$ cat src/sv/bln_pkg.sv
`timescale 1ns / 1ps
// bln_pkg: request and response payload types, function codes and the line
// mode flags shared by the line generator modules. No dependencies.
package bln_pkg;

   // fixed widths of the channel fields
   localparam int unsigned PIX_BITS   = 8;
   localparam int unsigned COLOR_BITS = 16;

   // request function codes
   localparam logic FUNC_START = 1'b0;
   localparam logic FUNC_NEXT  = 1'b1;

   typedef struct packed {
      logic                  func;
      logic [PIX_BITS-1:0]   x_start;
      logic [PIX_BITS-1:0]   y_start;
      logic [PIX_BITS-1:0]   x_end;
      logic [PIX_BITS-1:0]   y_end;
      logic [COLOR_BITS-1:0] pixel_color;
   } req_payload_type;

   typedef struct packed {
      logic [PIX_BITS-1:0]   out_x;
      logic [PIX_BITS-1:0]   out_y;
      logic [COLOR_BITS-1:0] out_color;
      logic                  last_pixel;
      logic                  degenerate_error;
   } rsp_payload_type;

   typedef struct packed {
      logic major_is_x;
      logic minor_step_negative;
   } line_mode_type;

endpackage

$ cat src/sv/bln_setup.sv
`timescale 1ns / 1ps
// bln_setup: decodes a start request into the initial line state (axis choice,
// endpoint ordering, spans and decision term). Depends on bln_pkg.
module bln_setup #(
   parameter int unsigned COORD_BITS = 8
) (
   input  bln_pkg::req_payload_type     req,
   output bln_pkg::line_mode_type       mode,
   output logic                         degenerate,
   output logic [COORD_BITS-1:0]        major_pos,
   output logic [COORD_BITS-1:0]        minor_pos,
   output logic [COORD_BITS-1:0]        pixels_left,
   output logic [COORD_BITS:0]          twice_major_span,
   output logic [COORD_BITS:0]          twice_minor_span,
   output logic [COORD_BITS+2:0]        error_term
);
   import bln_pkg::*;

   localparam int unsigned ErrBits = COORD_BITS + 3;

   logic [COORD_BITS-1:0] xs, ys, xe, ye;
   logic [COORD_BITS-1:0] span_x, span_y;
   logic [COORD_BITS-1:0] mj0, mn0, mn1, span_mj, span_mn;
   logic                  x_major;

   assign xs = COORD_BITS'(req.x_start);
   assign ys = COORD_BITS'(req.y_start);
   assign xe = COORD_BITS'(req.x_end);
   assign ye = COORD_BITS'(req.y_end);

   assign span_x = (xs > xe) ? (xs - xe) : (xe - xs);
   assign span_y = (ys > ye) ? (ys - ye) : (ye - ys);

   // ties go to the y axis
   assign x_major = (span_x > span_y);

   always_comb begin
      if (x_major) begin
         span_mj = span_x;
         span_mn = span_y;
         if (xs > xe) begin
            mj0 = xe; mn0 = ye; mn1 = ys;
         end else begin
            mj0 = xs; mn0 = ys; mn1 = ye;
         end
      end else begin
         span_mj = span_y;
         span_mn = span_x;
         if (ys > ye) begin
            mj0 = ye; mn0 = xe; mn1 = xs;
         end else begin
            mj0 = ys; mn0 = xs; mn1 = xe;
         end
      end
   end

   assign mode.major_is_x          = x_major;
   assign mode.minor_step_negative = !(mn1 > mn0);
   assign degenerate               = (span_mj == '0);
   assign major_pos                = mj0;
   assign minor_pos                = mn0;
   assign pixels_left              = span_mj;
   assign twice_major_span         = {span_mj, 1'b0};
   assign twice_minor_span         = {span_mn, 1'b0};
   assign error_term = ErrBits'({span_mn, 1'b0}) - ErrBits'(span_mj);

endmodule

$ cat src/sv/bln_stepper.sv
`timescale 1ns / 1ps
// bln_stepper: forms the current pixel from the line state and computes the
// state for the following pixel (one Bresenham step). Depends on bln_pkg.
module bln_stepper #(
   parameter int unsigned COORD_BITS = 8
) (
   input  bln_pkg::line_mode_type               mode,
   input  logic [COORD_BITS-1:0]                major_pos,
   input  logic [COORD_BITS-1:0]                minor_pos,
   input  logic [COORD_BITS-1:0]                pixels_left,
   input  logic [COORD_BITS:0]                  twice_major_span,
   input  logic [COORD_BITS:0]                  twice_minor_span,
   input  logic [COORD_BITS+2:0]                error_term,
   output logic [bln_pkg::PIX_BITS-1:0]         pix_x,
   output logic [bln_pkg::PIX_BITS-1:0]         pix_y,
   output logic                                 last,
   output logic [COORD_BITS-1:0]                major_pos_next,
   output logic [COORD_BITS-1:0]                minor_pos_next,
   output logic [COORD_BITS-1:0]                pixels_left_next,
   output logic [COORD_BITS+2:0]                error_term_next
);
   import bln_pkg::*;

   localparam int unsigned ErrBits = COORD_BITS + 3;

   logic                minor_moves;
   logic [ErrBits-1:0]  major_drop;

   assign pix_x = PIX_BITS'(mode.major_is_x ? major_pos : minor_pos);
   assign pix_y = PIX_BITS'(mode.major_is_x ? minor_pos : major_pos);
   assign last  = (pixels_left == '0);

   // decision term not negative: step along the minor axis
   assign minor_moves = !error_term[ErrBits-1];
   assign major_drop  = minor_moves ? ErrBits'(twice_major_span) : '0;

   always_comb begin
      if (!minor_moves) begin
         minor_pos_next = minor_pos;
      end else if (mode.minor_step_negative) begin
         minor_pos_next = minor_pos - COORD_BITS'(1);
      end else begin
         minor_pos_next = minor_pos + COORD_BITS'(1);
      end
   end

   assign error_term_next  = error_term - major_drop + ErrBits'(twice_minor_span);
   assign major_pos_next   = major_pos + COORD_BITS'(1);
   assign pixels_left_next = pixels_left - COORD_BITS'(1);

endmodule

$ cat src/sv/bresenham_line_generator.sv
`timescale 1ns / 1ps
// Bresenham line generator, one pixel per clock while the receiver keeps up.
// Request channel (req_*): func = start loads two endpoints and a colour and
// returns nothing, except when the endpoints coincide, which returns a single
// response with degenerate_error set and all other fields zero. func = next
// returns the next pixel of the active line; the far endpoint is flagged with
// last_pixel, after which the line is idle and next requests are dropped
// silently. A start while a line is active abandons that line.
// Response channel (rsp_*): a registered output stage. A request that gives a
// response shows it on rsp_* in the cycle after it is taken.
// Throughput: one request per cycle. req_ready is high whenever the output
// stage is empty or is being emptied in the same cycle, so a stalled receiver
// holds back the request side only while a response is waiting.
// Reset: synchronous; the line goes idle and the output stage empties.
// Depends on bln_pkg, bln_setup and bln_stepper.
module bresenham_line_generator #(
   parameter int unsigned COORD_BITS = 8
) (
   input  logic                     clock,
   input  logic                     reset,
   input  logic                     req_valid,
   output logic                     req_ready,
   input  bln_pkg::req_payload_type req_payload,
   output logic                     rsp_valid,
   input  logic                     rsp_ready,
   output bln_pkg::rsp_payload_type rsp_payload
);
   import bln_pkg::*;

   localparam int unsigned ErrBits = COORD_BITS + 3;

   // line state
   logic                  line_active_ff, line_active_in;
   line_mode_type         mode_ff, mode_in;
   logic [COORD_BITS-1:0] major_pos_ff, major_pos_in;
   logic [COORD_BITS-1:0] minor_pos_ff, minor_pos_in;
   logic [COORD_BITS-1:0] pixels_left_ff, pixels_left_in;
   logic [ErrBits-1:0]    error_term_ff, error_term_in;
   logic [COORD_BITS:0]   twice_major_ff, twice_major_in;
   logic [COORD_BITS:0]   twice_minor_ff, twice_minor_in;
   logic [COLOR_BITS-1:0] line_color_ff, line_color_in;

   // output stage
   logic                  rsp_valid_ff, rsp_valid_in;
   rsp_payload_type       rsp_payload_ff, rsp_payload_in;

   logic                  req_accept;

   // setup results
   line_mode_type         su_mode;
   logic                  su_degenerate;
   logic [COORD_BITS-1:0] su_major_pos, su_minor_pos, su_pixels_left;
   logic [COORD_BITS:0]   su_twice_major, su_twice_minor;
   logic [ErrBits-1:0]    su_error_term;

   // stepper results
   logic [PIX_BITS-1:0]   st_x, st_y;
   logic                  st_last;
   logic [COORD_BITS-1:0] st_major_pos, st_minor_pos, st_pixels_left;
   logic [ErrBits-1:0]    st_error_term;

   bln_setup #(
      .COORD_BITS(COORD_BITS)
   ) u_setup (
      .req              (req_payload),
      .mode             (su_mode),
      .degenerate       (su_degenerate),
      .major_pos        (su_major_pos),
      .minor_pos        (su_minor_pos),
      .pixels_left      (su_pixels_left),
      .twice_major_span (su_twice_major),
      .twice_minor_span (su_twice_minor),
      .error_term       (su_error_term)
   );

   bln_stepper #(
      .COORD_BITS(COORD_BITS)
   ) u_stepper (
      .mode             (mode_ff),
      .major_pos        (major_pos_ff),
      .minor_pos        (minor_pos_ff),
      .pixels_left      (pixels_left_ff),
      .twice_major_span (twice_major_ff),
      .twice_minor_span (twice_minor_ff),
      .error_term       (error_term_ff),
      .pix_x            (st_x),
      .pix_y            (st_y),
      .last             (st_last),
      .major_pos_next   (st_major_pos),
      .minor_pos_next   (st_minor_pos),
      .pixels_left_next (st_pixels_left),
      .error_term_next  (st_error_term)
   );

   assign req_ready  = !rsp_valid_ff || rsp_ready;
   assign req_accept = req_valid && req_ready;

   always_comb begin
      line_active_in = line_active_ff;
      mode_in        = mode_ff;
      major_pos_in   = major_pos_ff;
      minor_pos_in   = minor_pos_ff;
      pixels_left_in = pixels_left_ff;
      error_term_in  = error_term_ff;
      twice_major_in = twice_major_ff;
      twice_minor_in = twice_minor_ff;
      line_color_in  = line_color_ff;
      rsp_valid_in   = rsp_valid_ff && !rsp_ready;
      rsp_payload_in = rsp_payload_ff;

      if (req_accept) begin
         if (req_payload.func == FUNC_START) begin
            line_color_in = req_payload.pixel_color;
            if (su_degenerate) begin
               line_active_in = 1'b0;
               rsp_valid_in   = 1'b1;
               rsp_payload_in = '0;
               rsp_payload_in.degenerate_error = 1'b1;
            end else begin
               line_active_in = 1'b1;
               mode_in        = su_mode;
               major_pos_in   = su_major_pos;
               minor_pos_in   = su_minor_pos;
               pixels_left_in = su_pixels_left;
               error_term_in  = su_error_term;
               twice_major_in = su_twice_major;
               twice_minor_in = su_twice_minor;
            end
         end else if (line_active_ff) begin
            rsp_valid_in                    = 1'b1;
            rsp_payload_in.out_x            = st_x;
            rsp_payload_in.out_y            = st_y;
            rsp_payload_in.out_color        = line_color_ff;
            rsp_payload_in.last_pixel       = st_last;
            rsp_payload_in.degenerate_error = 1'b0;
            if (st_last) begin
               line_active_in = 1'b0;
            end else begin
               major_pos_in   = st_major_pos;
               minor_pos_in   = st_minor_pos;
               pixels_left_in = st_pixels_left;
               error_term_in  = st_error_term;
            end
         end
      end
   end

   always_ff @(posedge clock) begin
      if (reset) begin
         line_active_ff <= 1'b0;
         rsp_valid_ff   <= 1'b0;
      end else begin
         line_active_ff <= line_active_in;
         rsp_valid_ff   <= rsp_valid_in;
      end
   end

   always_ff @(posedge clock) begin
      mode_ff        <= mode_in;
      major_pos_ff   <= major_pos_in;
      minor_pos_ff   <= minor_pos_in;
      pixels_left_ff <= pixels_left_in;
      error_term_ff  <= error_term_in;
      twice_major_ff <= twice_major_in;
      twice_minor_ff <= twice_minor_in;
      line_color_ff  <= line_color_in;
      rsp_payload_ff <= rsp_payload_in;
   end

   assign rsp_valid   = rsp_valid_ff;
   assign rsp_payload = rsp_payload_ff;

   // a coincident-endpoint response carries no pixel
   a_degenerate_clean: assert property (@(posedge clock) disable iff (reset)
      (rsp_valid_ff && rsp_payload_ff.degenerate_error) |->
      (rsp_payload_ff.out_x == '0 && rsp_payload_ff.out_y == '0 &&
       rsp_payload_ff.out_color == '0 && !rsp_payload_ff.last_pixel))
      else $error("degenerate response carries pixel data");

   // the final pixel ends the line
   a_last_ends_line: assert property (@(posedge clock) disable iff (reset)
      (req_accept && req_payload.func == FUNC_NEXT && line_active_ff &&
       pixels_left_ff == '0) |=> (!line_active_ff && rsp_valid_ff &&
       rsp_payload_ff.last_pixel))
      else $error("final pixel did not close the line");

   // a next request on an active line always produces a response
   a_next_responds: assert property (@(posedge clock) disable iff (reset)
      (req_accept && req_payload.func == FUNC_NEXT && line_active_ff) |=>
      (rsp_valid_ff && !rsp_payload_ff.degenerate_error))
      else $error("pixel request lost");

   // a proper start activates the line without a response of its own
   a_start_activates: assert property (@(posedge clock) disable iff (reset)
      (req_accept && req_payload.func == FUNC_START && !su_degenerate) |=>
      (line_active_ff && (rsp_valid_ff == $past(rsp_valid_ff && !rsp_ready))))
      else $error("start request handled incorrectly");

endmodule

$ cat config.mk
export PLATFORM = sky130hd
export DESIGN_NAME = bresenham_line_generator
export DESIGN_NICKNAME = d
export VERILOG_FILES = /design/src/sv/bln_pkg.sv /design/src/sv/bln_setup.sv /design/src/sv/bln_stepper.sv /design/src/sv/bresenham_line_generator.sv
export SDC_FILE = /design/constraint.sdc
export NUM_CORES = 1
export LEC_CHECK = 0
export ABC_AREA = 1
export BUFFER_PORTS_ARGS = -buffer_cell sky130_fd_sc_hd__buf_2
export CAP_MARGIN = 5
export CORE_AREA = 2 2 127 129
export DETAILED_ROUTE_END_ITERATION = 7
export DIE_AREA = 0 0 129 131
export GPL_TIMING_DRIVEN = 1
export MAX_ROUTING_LAYER = met4
export PLACE_DENSITY_LB_ADDON = 0.15
export REMOVE_ABC_BUFFERS = 1
export SYNTH_ARGS = -nofsm -noshare
export SYNTH_HDL_FRONTEND = slang
export SYNTH_HIERARCHICAL = 1
export SYNTH_SLANG_ARGS = --single-unit
$ cat constraint.sdc
create_clock -name clock -period 7.63 [get_ports clock]
set_input_delay 1.526 -clock clock [delete_from_list [all_inputs] [get_ports clock]]
set_output_delay 1.526 -clock clock [all_outputs]
set_load 0.05 [all_outputs]
**Word-level counts from Yosys, hierarchy flattened**

Cells that the tools add are included.

- Equal/unequal tests: 4
- Mux-type cells: 45
- Magnitude comparators: 4
- Bitwise gates (word level): 2
- Reduce and logical (&&, ||, !) cells: 14
- Add/subtract/negate cells: 11

Operators with widths:

| kind | count |
|---|---|
| 8-bit 2-to-1 mux | 29 |
| 34-bit 2-to-1 mux | 3 |
| 11-bit 2-to-1 mux | 4 |
| 8-bit > comparator | 4 |
| 8-bit subtractor | 4 |
| 8-bit by 1-bit adder with 8-bit output, second input constant | 2 |
| 8-bit logical NOT | 2 |
| 8-bit by 1-bit subtractor with 8-bit output, second input constant | 2 |
| 11-bit by 9-bit adder with 11-bit output | 1 |
| 11-bit subtractor | 1 |
| 9-bit by 8-bit subtractor with 10-bit output | 1 |
| 9-bit 2-to-1 mux | 1 |
| 1-bit 2-to-1 mux | 8 |
| 2-bit inequality test, second input constant | 3 |
| 3-bit AND reduction | 2 |
| 5-bit AND reduction | 1 |
| 4-bit AND reduction | 1 |
| 1-bit logical NOT | 3 |
| 1-bit logical AND | 2 |
| 2-bit by 1-bit inequality test with 1-bit output, second input constant | 1 |
| 1-bit inverter | 2 |
| 2-bit AND reduction | 1 |
| 2-bit nonzero test | 1 |
| 1-bit logical OR | 1 |

- Bits in registers: 105
- Output and inout bits: 36
- Word-level logic and storage cells: 96

**Longest topological paths before layout**

Gate-level depths: netlist (run 1).

- Word-level depth: 8
- Gate-level depth with buffers: 38
- Depth with buffers taken out: 35

**Modules after synthesis**

The synthesis (run 1) kept the hierarchy.

By module, submodules not included:

| module | area each (um^2) | cells an instance | instances |
|---|---|---|---|
| bresenham_line_generator | 4,038.9 | 312 | 1 |
| bln_setup | 3,294.4 | 558 | 1 |
| bln_stepper | 1,759.2 | 314 | 1 |

**Worst setup path before layout (run 1)**

Ideal clock, no wire load.

- Path type: input -> register
- Start: input req_payload[40] in the netlist's numbering
- End: register rsp_payload_ff (netlist bit rsp_payload[0]), enable pin
- Library setup time: 0.389 ns
- Required time: 7.241 ns
- Path slack: 1.432 ns
- Cell stages on the path: 29
- Arrival time: 5.809 ns
- Path through: inv_1 ha_1 inv_1 fa_1 nand2_1 nand2_1 nand3_1 nand2_2 nand2_4 inv_1 o21ai_0 o221ai_1 xnor2_1 inv_1 ha_1 nand2_1 nor2_1 a211oi_1 nand2_4 nand2_4 buf_6 inv_2 o21ai_1 nand4_1 nor2_1 nand2_2 nand2_2 nand2_2 inv_1

- Cells in the longest elaborated chain, start to end: 7

RTL lines:

| what | line | RTL |
|---|---|---|
| start: declaration | bresenham_line_generator.sv:23 | `input bln_pkg::req_payload_type req_payload,` |
| 8-bit subtractor / 8-bit > comparator (equally long branches) | bln_setup.sv:31 | `assign span_x = (xs > xe) ? (xs - xe) : (xe - xs);` |
| 8-bit 2-to-1 mux * | bln_setup.sv:31 |  |
| 8-bit > comparator * | bln_setup.sv:35 | `assign x_major = (span_x > span_y);` |
| net u_setup.x_major | bln_setup.sv:24 | `logic x_major;` |
| 8-bit 2-to-1 mux * | bln_setup.sv:38 | `if (x_major) begin` |
| 8-bit logical NOT * | bln_setup.sv:59 | `assign degenerate = (span_mj == '0);` |
| net su_degenerate | bresenham_line_generator.sv:51 | `logic su_degenerate;` |
| 2-bit nonzero test (no line) * | - |  |
| 3-bit AND reduction (no line) * | - |  |
| end signal: assignment | bresenham_line_generator.sv:167 | `rsp_payload_ff <= rsp_payload_in;` |
| end: declaration | bresenham_line_generator.sv:45 | `rsp_payload_type rsp_payload_ff, rsp_payload_in;` |

Mark *: on every way through the listed nets, which the timed path passes. The rest lies on a longest branch.
A chain may end at the register's enable or synchronous reset.

**Worst setup path after layout (run 1)**

- Start: input req_payload[21] in the netlist's numbering
- End: register error_term_ff[6], data pin

- Cells in the longest elaborated chain, start to end: 7

RTL lines:

| what | line | RTL |
|---|---|---|
| 8-bit subtractor / 8-bit > comparator (equally long branches) | bln_setup.sv:32 | `assign span_y = (ys > ye) ? (ys - ye) : (ye - ys);` |
| 8-bit 2-to-1 mux * | bln_setup.sv:32 |  |
| 8-bit > comparator | bln_setup.sv:35 |  |
| 8-bit 2-to-1 mux | bln_setup.sv:38 |  |
| 9-bit by 8-bit subtractor with 10-bit output * | bln_setup.sv:65 | `assign error_term = ErrBits'({span_mn, 1'b0}) - ErrBits'(span_mj);` |
| net su_error_term[6] | bresenham_line_generator.sv:54 | `logic [ErrBits-1:0] su_error_term;` |
| 11-bit 2-to-1 mux * | bresenham_line_generator.sv:114 | `if (su_degenerate) begin` |
| 11-bit 2-to-1 mux * | bresenham_line_generator.sv:112 | `if (req_payload.func == FUNC_START) begin` |
| end signal: assignment | bresenham_line_generator.sv:163 | `error_term_ff <= error_term_in;` |
| end: declaration | bresenham_line_generator.sv:38 | `logic [ErrBits-1:0] error_term_ff, error_term_in;` |

Mark *: on every way through the listed nets, which the timed path passes. The rest lies on a longest branch. The select of a mux whose other input is x is not followed.

==> metrics.cfg, run 1 <==
[power]
seq_power_share_pct = 23.4
p_sw_share_pct = 48.7
intPower_uw = 1900
ir_worst_vdd_mv = 0.187
power_density_mw_per_mm2 = 377
power_leakage_uw = 0.00508
p_clk_share_pct = 12.9
p_sw_uw = 1810
p_comb_share_pct = 63.7

[grt]
grt_pass1_wl_um = 32200
overflow = 0
grt_pass1_vias = 6789
antenna_found_initial = 0
grt_use_total_pct = 24.8
grt_max_degree = 73

[detailed_routing]
wl_per_cell_um = 13.5
dr.pass1.iters = 5
finalWirelength_um = 19800
drt_iter0_markers = 421
via_per_inst = 5.12
num_vias = 7488
drt_drc_violations_left = 0
final_antenna_net_count = 0

[cts]
cts_resized = 0
cts.clk_slew.worst_paths_ns = 0.08
cts_buffers = 9
clk_path_buf_depth = 2
cts_setup_buffers = 0
holdBufCountCts = 0
htree_levels = 3
clock-sinks = 107
cts_tree = built
clk_latency_ns = 0.36
root_buffer = clkbuf_16

[worst_hold_path]
holdPathStages = 2
hold_class = reg2reg

[floorplan]
chipHeight_um = 131
fp-row-count = 46
core_area_mm2 = 0.0156
initial_core_util_pct = 58.3
dieArea_mm2 = 0.0169
die_w_um = 129
io_pins = 89

[sta]
rsz0062_at_grt = no
skew_ns = 0.00847
fin_crit_sh_pct = 88.2
period_minus_slack_ns = 6.73
slew_headroom_pct = 38.7
fmax_ghz = 0.149
finalSetupTns_ns = 0
setup_violations = 0
slew_violations = 0
hold_viol = 0
fin_hold_ws_ns = 0.497
worstMarginPinSlew_ns = 0.919

[layout]
n_antenna_cell = 0
layout-drive-gt1-share_pct = 13.3
areaGrowthSynthToFinish_pct = 8.30
nets = 1380

[setup_path]
required_ns = 7.74
r2r_slack_ns = 4.55
cp.arrival_ns = 6.84
reg2reg_depth = 11
cp_common_cell = nand2_1
end_kind = register
max_stage_delay_ns = 0.45
cp-start-kind = input port
cp_max_fo = 28
path_class = in2reg
slowest_stage = fa_1

[status]
status = finished, final reports clean

[job]
maxCapViolCount = 0

[synthesis]
syn-cell-area_mm2 = 0.00909
synth.avg_cell_area_um2 = 7.68
synth_seq_area_share_pct = 35.1
syn_inst = 1184
yosysWarnings = 6
synth_cell_types = 49
yosys_register_bits = 107

[place]
dpl.hpwl_um = 15100
place_congestion = 0.923
io_buffers = 88

## layer usage
metal / vias to the layer above / GRT usage (%) / wire length (um)
met1: 3354 / 31.4 / 8890
li1: 3881 / - / -
met3: 32 / 2.36 / 908
met2: 221 / 42.1 / 9580
met4: 0 / 8.38 / 432
met5: - / - / 0
## layout by cell type (no fill, tap or decap), types with 3 or more instances in the layout
cell type    n
edfxtp_1   105
nand2_2     21
o21ai_2      6
nand3_2      3
nor2_1      57
nand4_1      8
a31oi_1      3
xnor2_1     12
o21ai_1     11
o21bai_1     3
a21o_1       8
buf_2       88
nand3b_1     3
clkbuf_16    9
xor2_1      25
nor3_1       3
ha_1        70
o21ai_0     66
fa_1        15
inv_1      213
o22ai_1      4
a21oi_1     39
or2_1        4
nand3_1     43
buf_4        8
nand2_4      9
nand2_1    351
o211ai_1    25
inv_2        5
## through the flow
step / utilization [%] / area (um^2) / setup WS [ns] / instances / power [uW]
final: 63.1 / 9850 / 0.902 / 1463 / 3720
after global routing: 63.1 / 9850 / 0.459 / 1463 / 4080
after CTS: 63.1 / 9850 / 0.923 / 1463 / 3700
after detailed placement: 61.1 / 9540 / 0.566 / 1447 / 3200
after global placement: 61.1 / 9540 / 0.623 / 1447 / 3160
after floorplan: - / 8760 / 0.863 / 1135 / 2700
## power by group through the flow
stage / logic, uW / registers [uW] / clock network, uW
floorplan: 1830 / 877 / 0
global placement: 2280 / 882 / 0
detailed placement: 2320 / 882 / 0
CTS: 2350 / 869 / 489
global route: 2680 / 880 / 511
finish: 2370 / 868 / 481
## registers in the layout, summed over array words and instances, names as in the netlist
register / cells
line_active_ff: 1
twice_minor_ff: 9
twice_major_ff: 9
pixels_left_ff: 8
rsp_payload: 34
rsp_valid: 1
major_pos_ff: 8
mode_ff: 2
error_term_ff: 11
line_color_ff: 16
minor_pos_ff: 8
## final cells by class
type	count	area, um^2
multi-input cells	809	4750
fillers	1423	5750
repair buffers	96	500
inverters	219	825
flip-flops and latches	107	3190
well taps	216	270
clock inverters	7	86.3
clock buffers	9	225
## kinds of logic after synthesis
logic type	synth area share (%)
compound gates	11.2
fa+ha+maj	12.9
mux	0.220
flops	35.1
simple gates	24.0
buf+inv	12.7
other cells	0.0412
xor+xnor	3.74
## Yosys cell counts, drive strengths merged
cell / count / area share [%]
nand2: 381 / 17
inv: 219 / 9.1
edfxtp: 105 / 35
o21ai: 84 / 5.0
ha: 70 / 9.6
nor2: 60 / 2.6
nand3: 46 / 2.7
a21oi: 40 / 2.2
buf: 38 / 3.2
xor2: 26 / 2.6
o211ai: 25 / 2.1
fa: 15 / 3.3
clkbuf: 12 / 0.50
xnor2: 12 / 1.2
nand4: 9 / 0.69
a21o: 8 / 0.66
nor3: 4 / 0.28
o22ai: 4 / 0.28
or2: 4 / 0.28
a31oi: 3 / 0.21
nand3b: 3 / 0.25
o21bai: 3 / 0.25
a211oi: 2 / 0.17
dfxtp: 2 / 0.44
mux2i: 2 / 0.22
o221ai: 2 / 0.19
a21boi: 1 / 0.083
and2: 1 / 0.096
conb: 1 / 0.041
nor4: 1 / 0.069
o21a: 1 / 0.083
## worst paths after layout
check,startpoint,end
max,req_payload[21],error_term_ff[6]
min,line_color_ff[2],rsp_payload[4]
max reg2reg,error_term_ff[10],error_term_ff[6]
min reg2reg,line_color_ff[2],rsp_payload[4]
## worst max-delay path, delay by kind of cell
kind / cells / cell delay, ns
buffers and inverters: 4 / 0.58
adders and majority gates: 3 / 1.20
AOI/OAI and AO/OA: 6 / 1.38
xor gates and xnor gates: 1 / 0.32
and+or+nand+nor: 18 / 1.82
No activity file was read; power rests on OpenSTA's default activity.
==> run 2: changes to the inputs <==
Settings changed: ABC_AREA 1 to default, CORE_AREA 2 2 127 129 to 2 2 125 127, DIE_AREA 0 0 129 131 to 0 0 127 129.
==> metrics.cfg, run 2 <==
[synthesis]
synthTopCellsByCount = inv_1, edfxtp_1, ha_1, a21oi_1, nand2_1
yosysWarnings = 6  ; unchanged
synth.area.top_cells = edfxtp_1, ha_1, mux2_4, inv_1, a21oi_1
asyncSetResetFlopFracSynth_pct = 0  ; unchanged
syn-cell-area_mm2 = 0.00896  ; -1.4%
syn_inst = 905  ; -24%
yosys_register_bits = 107  ; unchanged
synth_cell_types = 73  ; +49%
synth_seq_area_share_pct = 35.6  ; +0.51 points
dominantRegCellSynth = edfxtp_1
yosysTopAreaCellShare_pct = 35.2  ; +0.51 points
synth_top_cell_by_area = edfxtp_1
synth-edff-count = 105  ; unchanged
synth.most_common_cell = inv_1
synth.avg_cell_area_um2 = 9.90  ; +29%

[cts]
htree_levels = 3  ; unchanged
holdBufCountCts = 0  ; unchanged
root_buffer = clkbuf_16
cts_buffers = 9  ; unchanged
cts.clk_slew.worst_paths_ns = 0.08  ; about the same
clk_path_buf_depth = 2  ; unchanged
clock-sinks = 107  ; unchanged
cts_tree = built
clk_latency_ns = 0.36  ; about the same

[sta]
rsz0062_at_grt = no
hold_viol = 0  ; unchanged
slew_headroom_pct = 21.2  ; -18 points
finalSetupTns_ns = 0  ; unchanged
slew_violations = 0  ; unchanged
worstMarginPinSlew_ns = 1.18  ; +0.263 ns
setup_violations = 0  ; unchanged
fmax_ghz = 0.139  ; -6.2%
period_minus_slack_ns = 7.17  ; +0.443 ns
skew_ns = 0.00913  ; +0.000665 ns
fin_hold_ws_ns = 0.499  ; +0.00275 ns
fin_crit_sh_pct = 94.0  ; +5.8 points

[power]
seq_power_share_pct = 22.6  ; -0.8 points
p_comb_share_pct = 66.2  ; +2.5 points
ir_worst_vdd_mv = 0.251  ; +34%
power_leakage_uw = 0.00440  ; -14%
p_sw_share_pct = 41.9  ; -6.8 points
intPower_uw = 2380  ; +25%
power_uw = 4100  ; +10%
power_density_mw_per_mm2 = 414  ; +9.7%
p_sw_uw = 1720  ; -5.2%
p_clk_share_pct = 11.2  ; -1.7 points

[layout]
postLayoutCoreUtil_pct = 66.1  ; +3.0 points
largest_reg_flops = 34  ; unchanged
areaGrowthSynthToFinish_pct = 10.4
layout-drive-gt1-share_pct = 21.3  ; +8.0 points
n_antenna_cell = 0  ; unchanged
layout_commonest_cell = inv_1
mostFrequentLayoutCells = inv_1, edfxtp_1, buf_2
nets = 1124  ; -19%
final_cells = 1179  ; -19%

[job]
maxCapViolCount = 0  ; unchanged

[setup_path]
path_class = in2reg
end_kind = register
cp.arrival_ns = 7.28  ; +0.44 ns
cp-start-kind = input port
required_ns = 7.74  ; about the same
cp_max_fo = 13  ; -54%

[floorplan]
die_w_um = 127  ; -1.6%
chipHeight_um = 129  ; -1.5%
fp-row-count = 45  ; -2.2%
core_area_mm2 = 0.0150  ; -4.0%
dieArea_mm2 = 0.0164  ; -3.1%
initial_core_util_pct = 59.8  ; +1.5 points
io_pins = 89  ; unchanged

[grt]
gr-usage-met2_pct = 37.4  ; -4.7 points
grt_pass1_vias = 6253  ; -7.9%
grt-busiest-layer = met2
antenna_found_initial = 0  ; unchanged
use_met3_pct = 3.49  ; +1.1 points
grt_use_total_pct = 24.6  ; -0.24 points
grt_use_met1_pct = 34.8  ; +3.4 points
grt_max_degree = 43  ; -41%
overflow = 0  ; unchanged
grt_pass1_wl_um = 31000  ; -3.9%

[detailed_routing]
final_antenna_net_count = 0  ; unchanged
drt_drc_violations_left = 0  ; unchanged
wl_per_cell_um = 16.0  ; +18%
drt_iter0_markers = 473  ; +12%
dr.pass1.iters = 5  ; unchanged
via_per_inst = 5.59  ; +9.2%
finalWirelength_um = 18900  ; -4.6%
num_vias = 6588  ; -12%

[place]
place_congestion = 0.918  ; -0.47%
io_buffers = 88  ; unchanged
dp.cells = 1162  ; -20%
dpl.hpwl_um = 14600  ; -3.7%

[worst_hold_path]
hold_class = reg2reg

[status]
status = finished, final reports clean

run 2: area by class of cell:
type                    count  area, um^2
clock buffers               9         225
clock inverters             7        63.8
fillers                  1211        5080
inverters                 114         430
multi-input cells         642        5110
flip-flops and latches    107        3190
well taps                 188         235
repair buffers            112         636
run 2: power by group through the flow:
stage / clock (uW) / sequential (uW) / combinational (uW)
floorplan: 0 / 926 / 2080
global placement: 0 / 935 / 2610
detailed placement: 0 / 939 / 2670
CTS: 463 / 926 / 2690
global route: 490 / 940 / 2990
finish: 459 / 927 / 2710
run 2: repair_timing:
item / CTS / global route
endpoints found under the setup margin: 0 / 1
buffers inserted: 0 / 1
gates resized for setup: 0 / 1
run 2: worst paths after layout:
| path | start | to | slack (ns) | cells after the start |
|---|---|---|---|---|
| max | req_payload[20] | error_term_ff[8] | 0.46 | 28 |
| min | line_active_ff | line_active_ff | 0.50 | 2 |
| max reg2reg | error_term_ff[10] | error_term_ff[10] | 3.89 | 10 |
| min reg2reg | line_active_ff | line_active_ff | 0.50 | 2 |
run 2: per-layer routing:
metal | wire length (um) | part of all wire (%)
met5 | 0 | 0
met3 | 971 | 5.1
met1 | 9420 | 50
met2 | 8230 | 44
met4 | 277 | 1.5
run 2: cells by family after synthesis:
| group | share of synthesized area [%] |
|---|---|
| AND/OR/NAND/NOR | 13.0 |
| other | 0.0418 |
| flip-flops | 35.6 |
| adder cells (fa/ha/maj) | 13.5 |
| multiplexers | 11.1 |
| AO/OA/AOI/OAI | 14.5 |
| buffers and inverters | 7.65 |
| XOR/XNOR | 4.58 |
run 2: through the flow:
step	worst slack [ns]	cell area, um^2
global route	0.0261	9900
CTS	0.412	9880
floorplan	-1.33	8710
detailed placement	0.0514	9600
finish	0.459	9900
global placement	0.238	9600
run 2: worst max-delay path: stages:
cell and delay (ns):
buf_2 0.10, inv_1 0.06, ha_1 0.39, and4_1 0.27, a21boi_2 0.25, o21ai_4 0.12, buf_4 0.20, a211o_1 0.29
a31oi_1 0.17, o21ai_0 0.11, xor2_1 0.22, inv_1 0.07, ha_1 0.30, nand4_1 0.12, or3_1 0.37, o21a_1 0.27
nand2_4 0.14, inv_4 0.06, a21oi_1 0.18, inv_1 0.08, fa_1 0.45, a21o_1 0.19, maj3_1 0.35, a21oi_1 0.20
nor3b_1 0.11, o31ai_2 0.26, o211ai_1 0.14, mux2_4 0.27
==> run 3: changes to the inputs <==
Settings changed: BUFFER_PORTS_ARGS -buffer_cell sky130_fd_sc_hd__buf_2 to default, CAP_MARGIN 5 to default, CORE_AREA 2 2 125 127 to 2 2 120 122, DIE_AREA 0 0 127 129 to 0 0 122 124, DONT_BUFFER_PORTS from default to 1, SETUP_SLACK_MARGIN from default to 0.5.
==> metrics.cfg, run 3 (synthesized netlist as in run 2, its figures left out) <==
[layout]
layout-drive-gt1-share_pct = 17.0  ; -4.3 points
layout_commonest_cell = inv_1
largest_reg_flops = 34  ; unchanged
n_fill_cell = 1015  ; -16%
areaGrowthSynthToFinish_pct = 8.39
nets = 1045  ; -7.0%
mostFrequentLayoutCells = inv_1, edfxtp_1, nand2_1
n_antenna_cell = 0  ; unchanged
postLayoutCoreUtil_pct = 70.8  ; +4.7 points

[grt]
grt_use_total_pct = 27.5  ; +2.9 points
grt_pass1_wl_um = 31400  ; +1.2%
grt_pass1_vias = 6371  ; +1.9%
grt_max_degree = 74  ; +72%
antenna_found_initial = 0  ; unchanged
overflow = 0  ; unchanged

[setup_path]
slowest_stage = fa_2
required_ns = 7.74  ; about the same
cp.arrival_ns = 7.05  ; -0.23 ns
r2r-start = error_term_ff[10]
startpoint = req_payload[32]
cp_max_fo = 7  ; -6
cp_common_cell = inv_1
reg2reg_depth = 10  ; unchanged
max_stage_delay_ns = 0.40  ; -0.05 ns
cp-start-kind = input port
end_kind = register
path_class = in2reg

[place]
preCtsSetupSlack_ns = 0.0200  ; -0.0314 ns
io_buffers = 0  ; -100%
place_congestion = 0.919  ; about the same
dpl.hpwl_um = 15200  ; +4.2%

[cts]
htree_levels = 3  ; unchanged
cts_tree = built
clock-sinks = 107  ; unchanged
root_buffer = clkbuf_16
holdBufCountCts = 0  ; unchanged
clk_latency_ns = 0.36  ; about the same
cts_buffers = 9  ; unchanged
cts.clk_slew.worst_paths_ns = 0.08  ; about the same
clk_path_buf_depth = 2  ; unchanged

[sta]
rsz0062_at_grt = no
fin_crit_sh_pct = 90.9  ; -3.1 points
finalSetupTns_ns = 0  ; unchanged
period_minus_slack_ns = 6.94  ; -0.236 ns
hold_viol = 0  ; unchanged
slew_headroom_pct = 28.3  ; +7.2 points
fmax_ghz = 0.144  ; +3.4%
fin_hold_ws_ns = 0.526  ; +0.0272 ns
setup_violations = 0  ; unchanged
slew_violations = 0  ; unchanged
worstMarginPinSlew_ns = 1.08  ; -0.108 ns
setup_ws_ns = 0.695  ; +0.236 ns
skew_ns = 0.00914  ; +0.0000101 ns

[worst_hold_path]
holdPathStages = 1  ; -1
hold_class = reg2reg
min_from = line_color_ff[10]

[detailed_routing]
dr.pass1.iters = 5  ; unchanged
via_per_inst = 5.99  ; +7.2%
final_antenna_net_count = 0  ; unchanged
drt_drc_violations_left = 0  ; unchanged
finalWirelength_um = 20500  ; +8.3%
wl_per_cell_um = 18.7  ; +17%
num_vias = 6542  ; -0.70%
drt_iter0_markers = 537  ; +14%

[floorplan]
dieArea_mm2 = 0.0151  ; -7.7%
initial_core_util_pct = 65.3  ; +5.5 points
die_w_um = 122  ; -3.9%
io_pins = 89  ; unchanged
chipHeight_um = 124  ; -3.9%
core_area_mm2 = 0.0137  ; -8.4%
fp-row-count = 43  ; -4.4%

[power]
power_density_mw_per_mm2 = 435  ; +5.2%
ir_worst_vdd_mv = 0.280  ; +12%
power_leakage_uw = 0.00413  ; -6.1%

[job]
maxCapViolCount = 0  ; unchanged

[status]
status = finished, final reports clean

run 3: cell count changes in the layout (fill, tap and decap cells not counted), moves of 3 or more:
cell,before,now
buf_2,87,0
a21oi_1,66,59
buf_4,24,31
ha_1,70,63
ha_4,0,7
a21oi_2,0,4
a21oi_4,0,3
o21ai_0,52,49
run 3: worst max-delay path: cells and delay by family:
family          cells  cell delay (ns)
compound gates     10             1.80
xor+xnor            1             0.15
fa+ha+maj           5             1.59
buf+inv             5             0.51
mux                 2             0.61
simple gates        6             0.86
run 3: layer usage:
metal | global-route usage, % | part of all wire [%]
met1 | 34.8 | 45
met3 | 4.85 | 5.7
met4 | 9.12 | 1.9
met5 | - | 0
met2 | 45.0 | 48
run 3: final cells by class:
class,instances,area (um^2),area share (%)
clock buffer,9,225,2.32
clock inverter,7,70.1,0.721
multi-input combinational,642,5310,54.7
sequential,107,3190,32.9
inverter,114,430,4.43
timing repair buffer,33,255,2.63
tap,180,225,2.32
run 3: what timing repair did:
item / 4_1_cts / 5_1_grt
buffers inserted: 0 / 15
pin swaps: 0 / 12
cloned: 0 / 0
gates resized for setup: 2 / 40
setup endpoints to repair: 20 / 80
run 3: power by group:
part / switching (uW) / internal (uW) / total [uW] / leakage, uW
combinational: 1450 / 1360 / 2810 / 0.00300
sequential: 104 / 841 / 945 / 0.000991
clock: 243 / 231 / 474 / 0.000142
total: 1800 / 2430 / 4230 / 0.00413
run 3: metrics by stage:
stage	total power, uW	instances	cell area, um^2
floorplan	3010	863	8710
finish	4230	1092	9710
CTS	4090	1077	9390
global placement	3470	1061	9090
global route	4520	1092	9710
detailed placement	3590	1061	9090
run 3: path summary, 6_finish.rpt:
kind         slack [ns]          endpoint
max                0.69  error_term_ff[8]
min                0.53   rsp_payload[12]
max reg2reg        3.95  error_term_ff[8]
min reg2reg        0.53   rsp_payload[12]
